**src/rtl/core/kvt_pkg.sv**
```systemverilog
// kvt_pkg: shared types and codes for the key/value table.
// Request and response payloads, opcodes, status codes, cell control structs.
// No dependencies.
package kvt_pkg;

  localparam int KVT_ENTRIES    = 16;
  localparam int KVT_KEY_BITS   = 32;
  localparam int KVT_VALUE_BITS = 32;

  // opcodes
  localparam logic [1:0] OP_FIND   = 2'd0;
  localparam logic [1:0] OP_INSERT = 2'd1;
  localparam logic [1:0] OP_REMOVE = 2'd2;
  localparam logic [1:0] OP_CLEAR  = 2'd3;

  // response status codes
  localparam logic [2:0] ST_FOUND     = 3'd0;
  localparam logic [2:0] ST_NOT_FOUND = 3'd1;
  localparam logic [2:0] ST_INSERTED  = 3'd2;
  localparam logic [2:0] ST_PRESENT   = 3'd3;
  localparam logic [2:0] ST_FULL      = 3'd4;
  localparam logic [2:0] ST_REMOVED   = 3'd5;
  localparam logic [2:0] ST_BAD_SLOT  = 3'd6;

  typedef struct packed {
    logic [1:0]  op;
    logic [31:0] key;
    logic [31:0] value;
    logic [3:0]  slot;
  } req_t;

  typedef struct packed {
    logic [2:0]  status;
    logic [3:0]  hit_slot;
    logic [31:0] hit_value;
  } rsp_t;

  // broadcast from the controller to every cell
  typedef struct packed {
    logic       cmp;     // latch per-cell compare results
    logic       upd;     // commit the table update
    logic [1:0] op;
    logic [3:0] slot;
    logic       any_hit; // key present somewhere in the table
  } cell_cmd_t;

  // priority flags rippling down the chain: "seen in an earlier cell"
  typedef struct packed {
    logic hit;
    logic free;
    logic rm;
  } chain_t;

endpackage

```
**src/rtl/core/kvt_cell.sv**
```systemverilog
// kvt_cell: one table entry with its own key comparator and chain link.
// Depends on kvt_pkg.
module kvt_cell #(
  parameter int INDEX      = 0,
  parameter int SLOT_W     = 4,
  parameter int KEY_BITS   = 32,
  parameter int VALUE_BITS = 32
) (
  input  logic                  clk,
  input  logic                  rst,
  input  kvt_pkg::cell_cmd_t    cmd,
  input  logic [KEY_BITS-1:0]   key_in,
  input  logic [VALUE_BITS-1:0] value_in,
  input  kvt_pkg::chain_t       chain_in,
  input  logic [SLOT_W-1:0]     hit_slot_in,
  input  logic [VALUE_BITS-1:0] hit_value_in,
  input  logic [SLOT_W-1:0]     free_slot_in,
  output kvt_pkg::chain_t       chain_out,
  output logic [SLOT_W-1:0]     hit_slot_out,
  output logic [VALUE_BITS-1:0] hit_value_out,
  output logic [SLOT_W-1:0]     free_slot_out
);
  import kvt_pkg::*;

  localparam logic [SLOT_W-1:0] MY_SLOT = SLOT_W'(INDEX);

  logic                  valid;
  logic [KEY_BITS-1:0]   key;
  logic [VALUE_BITS-1:0] value;
  logic                  hit_q;
  logic                  free_q;
  logic                  rm_q;
  logic                  slot_sel;
  logic                  take_insert;

  assign slot_sel = (32'(cmd.slot) == INDEX);

  // compare results, latched once per request
  always_ff @(posedge clk) begin
    if (rst) begin
      hit_q  <= 1'b0;
      free_q <= 1'b0;
      rm_q   <= 1'b0;
    end else if (cmd.cmp) begin
      hit_q  <= valid && (key == key_in);
      free_q <= !valid;
      rm_q   <= valid && slot_sel;
    end
  end

  // first hit / first free cell wins; later cells pass through
  assign chain_out.hit  = chain_in.hit  | hit_q;
  assign chain_out.free = chain_in.free | free_q;
  assign chain_out.rm   = chain_in.rm   | rm_q;

  assign hit_slot_out  = (hit_q && !chain_in.hit) ? MY_SLOT : hit_slot_in;
  assign hit_value_out = (hit_q && !chain_in.hit) ? value   : hit_value_in;
  assign free_slot_out = (free_q && !chain_in.free) ? MY_SLOT : free_slot_in;

  assign take_insert = (cmd.op == OP_INSERT) && !cmd.any_hit && free_q && !chain_in.free;

  always_ff @(posedge clk) begin
    if (rst) begin
      valid <= 1'b0;
    end else if (cmd.upd) begin
      case (cmd.op)
        OP_INSERT: begin
          if (take_insert) begin
            valid <= 1'b1;
          end
        end
        OP_REMOVE: begin
          if (rm_q) begin
            valid <= 1'b0;
          end
        end
        OP_CLEAR: begin
          valid <= 1'b0;
        end
        default: begin
          valid <= valid;
        end
      endcase
    end
  end

  always_ff @(posedge clk) begin
    if (cmd.upd && take_insert) begin
      key   <= key_in;
      value <= value_in;
    end
  end

endmodule

```
**src/rtl/core/key_value_table.sv**
```systemverilog
// key_value_table: fixed-capacity associative table of unique keys (CAM).
// Top level: request register, two-step controller, response register and
// a chain of kvt_cell entries. Depends on kvt_pkg and kvt_cell.
//
//   channel | signals                    | payload
//   --------+----------------------------+----------------------------------
//   request | req_valid / req_ready      | req : op, key, value, slot
//   result  | rsp_valid / rsp_ready      | rsp : status, hit_slot, hit_value
//
// Steps: a request is taken in the idle step, then passes through the compare
//   step (compare in every cell) and the commit step (resolve the first hit /
//   first free cell along the chain and commit). The result is registered in
//   the response register when the commit fires, and a new request is taken
//   only once the block is back in the idle step.
// The resolve step ripples combinationally through all ENTRIES cells.
// Reset clears every valid bit at once; key and value storage is not reset.
// A stalled result holds the block in the commit step, but a finished result
//   waiting in the response register does not block the next request.
module key_value_table #(
  parameter int ENTRIES    = kvt_pkg::KVT_ENTRIES,
  parameter int KEY_BITS   = kvt_pkg::KVT_KEY_BITS,
  parameter int VALUE_BITS = kvt_pkg::KVT_VALUE_BITS
) (
  input  logic          clk,
  input  logic          rst,
  input  logic          req_valid,
  output logic          req_ready,
  input  kvt_pkg::req_t req,
  output logic          rsp_valid,
  input  logic          rsp_ready,
  output kvt_pkg::rsp_t rsp
);
  import kvt_pkg::*;

  localparam int SLOT_W = $clog2(ENTRIES);

  typedef enum logic [2:0] {
    S_IDLE = 3'b001,
    S_CMP  = 3'b010,
    S_UPD  = 3'b100
  } state_t;

  state_t state;
  state_t state_next;

  req_t req_q;        // request held for both steps
  rsp_t res;          // result of the commit step
  logic upd_fire;

  logic [KEY_BITS-1:0]   key_in;
  logic [VALUE_BITS-1:0] value_in;

  cell_cmd_t cmd;

  // chain links; link 0 is the head (nothing seen yet)
  chain_t                chain     [ENTRIES+1];
  logic [SLOT_W-1:0]     hit_slot  [ENTRIES+1];
  logic [VALUE_BITS-1:0] hit_value [ENTRIES+1];
  logic [SLOT_W-1:0]     free_slot [ENTRIES+1];

  logic [3:0]  hit_slot4;
  logic [3:0]  free_slot4;
  logic [31:0] hit_value32;
  logic [31:0] value32;

  // ---------------------------------------------------------------------
  // field width adaptation: keys and values keep their low bits,
  // reported values are zero-extended or truncated to 32 bits
  // ---------------------------------------------------------------------
  assign key_in      = KEY_BITS'(req_q.key);
  assign value_in    = VALUE_BITS'(req_q.value);
  assign hit_value32 = 32'(hit_value[ENTRIES]);
  assign value32     = 32'(value_in);

  // reported slot numbers are zero-extended or truncated to the low 4 bits
  if (SLOT_W >= 4) begin : g_slot_wide
    assign hit_slot4  = hit_slot[ENTRIES][3:0];
    assign free_slot4 = free_slot[ENTRIES][3:0];
  end else begin : g_slot_narrow
    assign hit_slot4  = {{(4-SLOT_W){1'b0}}, hit_slot[ENTRIES]};
    assign free_slot4 = {{(4-SLOT_W){1'b0}}, free_slot[ENTRIES]};
  end

  // ---------------------------------------------------------------------
  // controller
  // ---------------------------------------------------------------------
  assign req_ready = (state == S_IDLE);
  // commit only when the response register can take the result
  assign upd_fire  = (state == S_UPD) && (!rsp_valid || rsp_ready);

  always_comb begin
    state_next = state;
    case (state)
      S_IDLE: begin
        if (req_valid) begin
          state_next = S_CMP;
        end
      end
      S_CMP: begin
        state_next = S_UPD;
      end
      S_UPD: begin
        if (upd_fire) begin
          state_next = S_IDLE;
        end
      end
      default: begin
        state_next = S_IDLE;
      end
    endcase
  end

  always_ff @(posedge clk) begin
    if (rst) begin
      state <= S_IDLE;
    end else begin
      state <= state_next;
    end
  end

  always_ff @(posedge clk) begin
    if (req_valid && req_ready) begin
      req_q <= req;
    end
  end

  assign cmd.cmp     = (state == S_CMP);
  assign cmd.upd     = upd_fire;
  assign cmd.op      = req_q.op;
  assign cmd.slot    = req_q.slot;
  assign cmd.any_hit = chain[ENTRIES].hit;

  // ---------------------------------------------------------------------
  // cell chain
  // ---------------------------------------------------------------------
  assign chain[0]     = '0;
  assign hit_slot[0]  = '0;
  assign hit_value[0] = '0;
  assign free_slot[0] = '0;

  for (genvar i = 0; i < ENTRIES; i++) begin : g_cell
    kvt_cell #(
      .INDEX      (i),
      .SLOT_W     (SLOT_W),
      .KEY_BITS   (KEY_BITS),
      .VALUE_BITS (VALUE_BITS)
    ) u_cell (
      .clk           (clk),
      .rst           (rst),
      .cmd           (cmd),
      .key_in        (key_in),
      .value_in      (value_in),
      .chain_in      (chain[i]),
      .hit_slot_in   (hit_slot[i]),
      .hit_value_in  (hit_value[i]),
      .free_slot_in  (free_slot[i]),
      .chain_out     (chain[i+1]),
      .hit_slot_out  (hit_slot[i+1]),
      .hit_value_out (hit_value[i+1]),
      .free_slot_out (free_slot[i+1])
    );
  end

  // ---------------------------------------------------------------------
  // result decode from the chain tail
  // ---------------------------------------------------------------------
  always_comb begin
    res = '0;
    case (req_q.op)
      OP_FIND: begin
        if (chain[ENTRIES].hit) begin
          res.status    = ST_FOUND;
          res.hit_slot  = hit_slot4;
          res.hit_value = hit_value32;
        end else begin
          res.status = ST_NOT_FOUND;
        end
      end
      OP_INSERT: begin
        if (chain[ENTRIES].hit) begin
          res.status    = ST_PRESENT;
          res.hit_slot  = hit_slot4;
          res.hit_value = hit_value32;
        end else if (chain[ENTRIES].free) begin
          res.status    = ST_INSERTED;
          res.hit_slot  = free_slot4;
          res.hit_value = value32;
        end else begin
          res.status = ST_FULL;
        end
      end
      OP_REMOVE: begin
        // slots beyond the table never match a cell, so they report bad slot
        res.status = chain[ENTRIES].rm ? ST_REMOVED : ST_BAD_SLOT;
      end
      OP_CLEAR: begin
        res.status = ST_REMOVED;
      end
      default: begin
        res.status = ST_BAD_SLOT;
      end
    endcase
  end

  // response register
  always_ff @(posedge clk) begin
    if (rst) begin
      rsp_valid <= 1'b0;
    end else if (upd_fire) begin
      rsp_valid <= 1'b1;
    end else if (rsp_ready) begin
      rsp_valid <= 1'b0;
    end
  end

  always_ff @(posedge clk) begin
    if (upd_fire) begin
      rsp <= res;
    end
  end

  // ---------------------------------------------------------------------
  // assertions
  // ---------------------------------------------------------------------
  a_accept_to_cmp: assert property (@(posedge clk) disable iff (rst)
    (req_valid && req_ready) |=> (state == S_CMP))
    else $error("accepted request did not enter compare step");

  a_cmp_to_upd: assert property (@(posedge clk) disable iff (rst)
    (state == S_CMP) |=> (state == S_UPD))
    else $error("compare step not followed by commit step");

  a_commit_gives_rsp: assert property (@(posedge clk) disable iff (rst)
    upd_fire |=> (rsp_valid && (state == S_IDLE)))
    else $error("commit did not produce a response");

  a_full_no_insert: assert property (@(posedge clk) disable iff (rst)
    ((state == S_UPD) && !chain[ENTRIES].free) |-> (res.status != ST_INSERTED))
    else $error("insert reported with no free cell");

endmodule
```
**config.mk**
```make
export PLATFORM = sky130hd
export DESIGN_NAME = key_value_table
export DESIGN_NICKNAME = d
export VERILOG_FILES = /design/src/rtl/core/kvt_pkg.sv /design/src/rtl/core/kvt_cell.sv /design/src/rtl/core/key_value_table.sv
export SDC_FILE = /design/constraint.sdc
export NUM_CORES = 1
export LEC_CHECK = 0
export BUFFER_PORTS_ARGS = -buffer_cell sky130_fd_sc_hd__buf_2
export CORE_MARGIN = 2
export CORE_UTILIZATION = 40
export CTS_BUF_LIST = sky130_fd_sc_hd__clkbuf_8
export DETAILED_ROUTE_END_ITERATION = 10
export PLACE_DENSITY_LB_ADDON = 0.3
export SYNTH_ARGS = -nofsm -noshare
export SYNTH_HDL_FRONTEND = slang
export SYNTH_HIERARCHICAL = 1
export SYNTH_SLANG_ARGS = --single-unit
```
**constraint.sdc**
```tcl
create_clock -name clk -period 19.03 [get_ports clk]
set_input_delay 0.9515 -clock clk [delete_from_list [all_inputs] [get_ports clk]]
set_output_delay 0.9515 -clock clk [all_outputs]
set_load 0.02 [all_outputs]
```
* Word level (Yosys, flattened, before mapping)
Index checks and enable logic that the tools add are counted.
Widths: inputs -> output; s select.
** Storage, ports and cells
- Bits in registers :: 1201
- Input bits :: 74
- Output and inout port bits :: 41
- Word-level logic and storage cells :: 510
** Operators by class
- Equal/unequal tests :: 71
- Mux-type cells :: 107
- Bitwise logic cells :: 45
- Reduce and logical (&&, ||, !) cells :: 182
** Operators by type and width (count)
- $eq 32x32->1 :: 16
- $mux 32 :: 16
- $logic_and 1x1->1 :: 112
- $mux 36 :: 2
- $pmux 36 s2 :: 1
- $mux 4 :: 16
- $ne 2x1->1 const B :: 32
- $reduce_and 4->1 :: 16
- $logic_not 1->1 :: 48
- $pmux 1 s3 :: 16
- $or 1x1->1 :: 45
- $mux 39 :: 1
- $mux 1 :: 37
- $mux 3 :: 11
- $eq 4x4->1 const B :: 8
- $eq 4x3->1 const B :: 4
- $pmux 3 s4 :: 1
- $mux 2 :: 5
- $pmux 3 s3 :: 1
- $eq 4x2->1 const B :: 2
- $eq 2x2->1 const B :: 2
- $eq 4x1->1 const B :: 1
- $logic_not 4->1 :: 1
- $ne 2x2->1 const B :: 2
- other kinds (9) :: 9

* Logic depth before layout (Yosys ltp)
Gate-level depths: netlist of run 1.
- Word-level depth :: 21
- Mapped depth :: 20
- Depth with buffers taken out :: 19

* By module
The synthesis of run 1 kept the hierarchy.
** Modules (own cells, without submodules)
- kvt_cell at g_cell[10].u_cell ... :: times used 8, cells each 175, area each 2932.8 um2, sequential area each 2001.9 um2
- kvt_cell at g_cell[1].u_cell ... :: times used 4, cells each 175, area each 2931.6 um2, sequential area each 2001.9 um2
- kvt_cell at g_cell[15].u_cell ... :: times used 2, cells each 175, area each 2930.3 um2, sequential area each 2001.9 um2
- key_value_table :: times used 1, cells each 180, area each 3950.0 um2, sequential area each 3353.2 um2
- kvt_cell at g_cell[12].u_cell :: times used 1, cells each 176, area each 2931.6 um2, sequential area each 2001.9 um2
- kvt_cell at g_cell[0].u_cell :: times used 1, cells each 175, area each 2929.1 um2, sequential area each 2001.9 um2

* Worst setup path before layout of run 1
OpenSTA, ideal clock, no wires.
- Kind :: register to register
- Start point :: register g_cell[0].u_cell.hit_q
- End point :: register g_cell[0].u_cell.key[0] (enable)
- Setup time :: 0.525 ns
- Arrival :: 8.570 ns
- Data required time :: 18.505 ns
- Setup slack :: 9.936 ns
- Stages on the path, launching flop included :: 18
- Buffers on the path :: 0
- Period minus slack after synthesis :: 9.094 ns
- Path through :: dfxtp_1 > or2_2 > or2_2 > or2_2 > or2_2 > or2_2 > or2_2 > or2_2 > or2_2 > or2_2 > or2_2 > or2_2 > or2_2 > or2_2 > or2_2 > or2_2 > or2_2 > nor4_2
** RTL lines
- from (decl) :: RTL line kvt_cell.sv:30 : logic hit_q;
- from (signal assigned) :: RTL line kvt_cell.sv:45 : hit_q <= valid && (key == key_in);
- to (signal assigned) :: RTL line kvt_cell.sv:89 : key <= key_in;
- to (decl) :: RTL line kvt_cell.sv:28 : logic [KEY_BITS-1:0] key;

==> impl_metrics.py, run 1 <==
metrics = {
    "timing": {
        "finalCriticalPeriod_ps": 7670,
        "fmax_mhz": 130,
        "hold_viol": 0,
        "max_slew.worst_pin.slew_ps": 1050,
        "rsz0062_at_grt": "false",
        "fin_crit_sh_pct": 40.3,
        "setup_viol": 0,
        "tns_ps": 0,
        "slew_headroom_pct": 29.3,
        "maxSlewViolCount": 0,
        "skew_ps": 34.4,
    },
    "drt": {
        "top_layer_used": "met5",
        "vias": 25700,
        "wl_per_cell_um": 21.9,
        "postRouteAntennaNets": 0,
        "routed_wl_um": 113000,
        "drt_iter0_drc": 1784,
        "viasPerCell": 4.98,
        "drc": 0,
        "wl_met2_um": 53900,
        "drt-met1-wl_um": 52000,
        "wl_met3_um": 4470,
        "drt_first_pass_iters": 4,
    },
    "global_route": {
        "grt_pass1_wl_um": 169000,
        "first_global_vias": 26500,
        "grt_max_degree": 67,
        "grt.total_usage_pct": 17.3,
        "grt_remaining_overflow": 0,
        "grt_antenna_before_repair": 3,
    },
    "clock_network": {
        "hold_buffers": 0,
        "cts-root-buf": "clkbuf_8",
        "htree_levels": 4,
        "clkLatencyLatePin_ps": 900,
        "clk_path_buf_depth": 3,
        "cts_tree": "built",
        "cts.clk_slew.worst_paths_ps": 60,
        "cts_resized": 0,
        "cts_setup_buffers": 0,
        "clock-sinks": 1201,
        "cts-buffers-inserted": 197,
    },
    "job": {
        "drv_cap": 0,
    },
    "finish": {
        "fillers": 11100,
        "syn_to_final_growth_pct": 13.0,
        "layout-drive-gt1-share_pct": 31.7,
        "nets": 3430,
        "fin_util_pct": 45.6,
    },
    "pwr": {
        "swShare_pct": 22.9,
        "p_seq_share_pct": 55.7,
        "ir_drop_v": 0.0000736,
        "clkPwrFrac_pct": 39.4,
        "internal_power_w": 0.00408,
        "power_leakage_nw": 18.6,
        "p_sw_w": 0.00121,
        "power_frac_comb_pct": 4.9,
        "power_density_nw_per_um2": 92.1,
    },
    "critical_path": {
        "cp_cell_sequence": "or2_2, or2_2, or2_2, or2_2, or2_2, or2_2, or2_2, or2_2, or2_2, or2_2, or2_2, or2_2, or2_2, or2_2, or2_2, or2_2, buf_4, nor4_4, buf_4",
        "slowest_delay_ps": 780,
        "endpoint_kind": "flop",
        "arrival_ps": 8180,
        "path_common_cell": "or2_2",
        "worst-endpoint-required_ps": 19550,
        "path_buf_inv": 2,
        "cpMaxStageDelayCell": "nor4_4",
        "worstSetupPathType": "reg -> reg",
        "cp_top_family": "simple AND/OR/NAND/NOR gates",
        "cp-start-kind": "flop",
        "crit_fanout": 56,
    },
    "die": {
        "io_pins": 115,
        "die_h_um": 361,
        "start_util_pct": 40.4,
        "fp.dieW_um": 361,
        "core_um2": 126000,
        "die-area_um2": 130000,
        "rows": 130,
    },
    "logic_synthesis": {
        "yosysMostFrequentCell": "edfxtp_1",
        "synth_commonest_cells": "1133 x edfxtp_1, 512 x mux2_2, 369 x xnor2_1",
        "ys_warn_count": 6,
        "synth_edf_count": 1133,
        "synth_seq_cells": 1201,
        "yosysTopAreaCellShare_pct": 66.9,
        "synth_ff_type": "edfxtp_1",
        "syn_avg_cell_area_um2": 17.1,
        "async_flop_share_pct": 0,
        "syn_area_um2": 50900,
        "syn_inst": 2981,
        "synth_area_leader_cell": "edfxtp_1",
        "ys_types": 39,
        "ys_seq_area_share_pct": 69.6,
        "synth_area_leaders": "edfxtp_1 67%, mux2_2 11%, xnor2_1 6.4%, dfxtp_1 2.7%, xor2_1 2.5%",
    },
    "run_status": {
        "status": "complete, no violations",
    },
    "place": {
        "gp_congestion": 0.743,
        "hpwl_um": 62600,
        "io_buffers": 114,
    },
    "worst_hold_path": {
        "hold_path_class": "in -> reg",
    },
}
[power groups by stage]
stage	combinational [W]	clock, W	sequential, W
6_report	0.000258	0.00209	0.00295
5_1_grt	0.000284	0.00227	0.00295
4_1_cts	0.000263	0.00216	0.00295
3_5_place_dp	0.000261	0	0.00300
3_3_place_gp	0.000258	0	0.00300
2_1_floorplan	0.000147	0	0.00302
[routing by layer]
layer  global-route usage [%]  vias to the layer above
li1                         -                    12000
met1                     23.2                    13000
met2                     28.4                      504
met3                     3.06                      171
met4                     6.14                        2
met5                        0                        -
[placed cells by master (no fill, tap or decap), types with 45 or more instances in the layout]
master and count:
xnor2_1 369, buf_4 89, mux2_2 512, nor4_1 65, nand2b_1 65, clkbuf_8 205, dfxtp_1 68, edfxtp_1 1133
buf_2 114, xor2_1 144, or2_2 80, nand4_1 97, inv_1 94, conb_1 45
[cells by family after synthesis]
| family | Yosys count | synth area share, % |
|---|---|---|
| other | 1 | 0.00737 |
| muxes | 529 | 11.7 |
| DFF | 1201 | 69.6 |
| buffers and inverters | 87 | 1.69 |
| AOI/OAI and AO/OA | 90 | 1.39 |
| xor gates and xnor gates | 513 | 8.83 |
| and+or+nand+nor | 560 | 6.83 |
[final timing paths]
path / startpoint / cells past startpoint / slack [ps] / to
worst max register to register: g_cell[0].u_cell/hit_q / 19 / 11360 / g_cell[2].u_cell/key[1]
worst min-delay path: req[35] / 1 / 240 / value32[31]
worst min register to register: key_in[23] / 0 / 460 / g_cell[15].u_cell/key[23]
worst max-delay path: g_cell[0].u_cell/hit_q / 19 / 11360 / g_cell[2].u_cell/key[1]
[area by class of cell]
cell class                 count  area (um^2)  area share [%]
antenna                        2         5.00         0.00871
clock buffer                 205         2820            4.91
clock inverter               155          818            1.42
inverter                      16         60.1           0.105
multi-input combinational   1737        15100            26.2
sequential                  1201        35400            61.6
tap                         1650         2060            3.59
timing repair buffer         203         1240            2.16
[worst reg2reg max path: stages (launching register included)]
cell and delay (ps):
dfxtp_1 320, or2_2 330, or2_2 320, or2_2 320
or2_2 310, or2_2 320, or2_2 320, or2_2 320
or2_2 320, or2_2 320, or2_2 310, or2_2 310
or2_2 320, or2_2 320, or2_2 320, or2_2 320
or2_2 280, buf_4 290, nor4_4 800, buf_4 780
[registers in the layout, summed over array words and instances, names as in the netlist]
name                  count
g_cell.u_cell/key       512
g_cell.u_cell/value     512
rsp                      39
key_in                   32
value32                  32
g_cell.u_cell/free_q     16
g_cell.u_cell/hit_q      16
g_cell.u_cell/rm_q       16
g_cell.u_cell/valid      16
cmd                       6
state                     3
rsp_valid                 1
[per-stage QoR]
step	hold slack, ps	cells	cell area, um^2	power [W]	setup WS (ps)
2_1_floorplan	445	3025	51000	0.00317	9940
3_3_place_gp	429	4807	53800	0.00326	11350
3_5_place_dp	435	4807	53800	0.00326	11290
4_1_cts	118	5167	57500	0.00537	11310
5_1_grt	167	5168	57500	0.00550	11110
6_report	236	5169	57500	0.00529	11360
(Power assumes the default switching activity.)
==> run 2: changes to the inputs <==
==> constraint.sdc (replaced) <==
create_clock -name clk -period 7.65 [get_ports clk]
set_input_delay 0.3825 -clock clk [delete_from_list [all_inputs] [get_ports clk]]
set_output_delay 0.3825 -clock clk [all_outputs]
set_load 0.02 [all_outputs]
==> run 2 against run 1 <==
  * Die area did not move
  * Final cell count rose by 1.5%
  * Critical path depth did not move
  * Largest cell class unchanged
  * Clock power rose by 150%
  * Routed wire length rose by 1.8%
  * Fmax rose by 9.6%
  * Power rose by 150%
==> impl_metrics.py, run 2 (same netlist as run 1, synthesis figures left out) <==
metrics = {
    "drt": {
        "routed_wl_um": 115000,
        "top_layer_used": "met5",
        "drt_first_pass_iters": 5,
        "viasPerCell": 4.98,
        "drt-met1-wl_um": 51800,
        "wl_met2_um": 55500,
        "drt_iter0_drc": 1680,
        "wl_per_cell_um": 22.0,
        "vias": 26100,
        "postRouteAntennaNets": 0,
        "drc": 0,
        "wl_met3_um": 4790,
    },
    "global_route": {
        "first_global_vias": 27100,
        "grt.total_usage_pct": 17.7,
        "grt_remaining_overflow": 0,
        "grt_max_degree": 66,
        "grt_antenna_before_repair": 3,
        "grt_pass1_wl_um": 172000,
    },
    "place": {
        "hpwl_um": 63300,
        "gp_congestion": 0.721,
        "dp.cells": 4811,
        "dp_slack_ps": 655,
        "io_buffers": 114,
    },
    "timing": {
        "hold_viol": 0,
        "rsz0062_at_grt": "false",
        "setup_viol": 0,
        "skew_ps": 50.3,
        "fin_crit_sh_pct": 91.4,
        "layout_setup_ws_ps": 656,
        "max_slew.worst_pin.slew_ps": 1120,
        "slew_headroom_pct": 25.0,
        "maxSlewViolCount": 0,
        "fmax_mhz": 143,
        "finalCriticalPeriod_ps": 6990,
        "timing.hold.ws_ps": 80.6,
    },
    "clock_network": {
        "clock-sinks": 1201,
        "cts_tree": "built",
        "clkLatencyLatePin_ps": 890,
        "clk_path_buf_depth": 3,
        "cts-root-buf": "clkbuf_8",
        "htree_levels": 4,
        "cts-buffers-inserted": 199,
        "cts.clk_slew.worst_paths_ps": 60,
        "cts_resized": 0,
    },
    "pwr": {
        "internal_power_w": 0.0102,
        "ir_drop_v": 0.000196,
        "p_seq_share_pct": 55.5,
        "swShare_pct": 22.7,
        "power_leakage_nw": 19.0,
        "p_sw_w": 0.00300,
        "power_density_nw_per_um2": 225,
        "clkPwrFrac_pct": 39.1,
        "power_frac_comb_pct": 5.3,
        "p_total_w": 0.0132,
    },
    "finish": {
        "top_regs": "g_cell.u_cell/key: 512 flops, g_cell.u_cell/value: 512 flops, rsp: 39 flops",
        "final_cell_mix": "1133 x edfxtp_1, 512 x mux2_2, 369 x xnor2_1, 208 x clkbuf_8, 144 x xor2_1",
        "layout-drive-gt1-share_pct": 31.1,
        "finalNonFillerCells": 5246,
        "fillers": 11000,
        "fin_util_pct": 46.4,
        "syn_to_final_growth_pct": 15.0,
        "final_common_cell": "edfxtp_1",
        "nets": 3508,
    },
    "critical_path": {
        "crit_fanout": 33,
        "worstSetupPathType": "reg -> reg",
        "endpoint_kind": "flop",
        "cp-start-kind": "flop",
        "worst-endpoint-required_ps": 8170,
        "arrival_ps": 7510,
    },
    "worst_hold_path": {
        "hold_path_class": "in -> reg",
    },
    "die": {
        "core_um2": 126000,
        "rows": 130,
        "io_pins": 115,
        "die_h_um": 361,
        "die-area_um2": 130000,
        "start_util_pct": 40.4,
        "fp.dieW_um": 361,
    },
    "run_status": {
        "status": "complete, no violations",
    },
    "job": {
        "drv_cap": 0,
    },
}
[run 2: cell types whose count changed in the layout (fill, tap and decap cells not counted), sizes merged]
cell         previous run  this run
clkinv                 64        56
clkbuf                205       208
dlygate4sd3             0        72
clkinvlp                3         5
diode                   2         1
buf                   203       207
inv                   101       106
[run 2: final timing paths]
path / startpoint / end / slack (ps) / depth (start not counted)
worst max-delay path: g_cell[0].u_cell/hit_q / g_cell[10].u_cell/key[0] / 660 / 19
worst min-delay path: req_valid / state[0] / 80 / 3
worst max register to register: g_cell[0].u_cell/hit_q / g_cell[10].u_cell/key[0] / 660 / 19
worst min register to register: g_cell[4].u_cell/rm_q / g_cell[4].u_cell/rm_q / 490 / 2
[run 2: worst max-delay path, stage by stage (launching register included)]
cell	delay [ps]
dfxtp_1	320
or2_2	330
or2_2	320
or2_2	320
or2_2	320
or2_2	320
or2_2	330
or2_2	320
or2_2	320
or2_2	320
or2_2	320
or2_2	320
or2_2	320
or2_2	320
or2_2	320
or2_2	320
or2_2	440
buf_4	260
nor4_4	340
buf_4	460
[run 2: power by group through the flow]
stage / Clock, W / Combinational, W / Sequential (W)
after floorplan: 0 / 0.000366 / 0.00752
after global placement: 0 / 0.000679 / 0.00746
after detailed placement: 0 / 0.000685 / 0.00746
after CTS: 0.00533 / 0.000717 / 0.00732
after global routing: 0.00560 / 0.000770 / 0.00733
final: 0.00516 / 0.000703 / 0.00732
[run 2: area by class of cell]
type / count / area, um^2 / share of cell area, %
sequential: 1201 / 35400 / 60.5
clock buffer: 208 / 2860 / 4.90
tap: 1650 / 2060 / 3.53
inverter: 16 / 60.1 / 0.103
clock inverter: 154 / 751 / 1.28
antenna: 1 / 2.50 / 0.00428
timing repair buffer: 279 / 2280 / 3.89
multi-input combinational: 1737 / 15100 / 25.8
[run 2: timing repair]
action | in CTS | in global routing
hold buffers | 72 | 0
hold endpoints to repair | 76 | 0
setup buffers | 0 | 0
[run 2: metrics by stage]
stage	cell area, um^2	TNS, ps
finish	58500	0
global route	58500	0
CTS	58500	0
detailed placement	54100	0
global placement	54100	0
floorplan	51000	-1498890
[run 2: per-layer routing]
layer / up-vias / GRT usage, %
li1: 12200 / -
met1: 13100 / 23.2
met2: 553 / 29.3
met3: 211 / 3.27
met4: 2 / 6.33
met5: - / 0
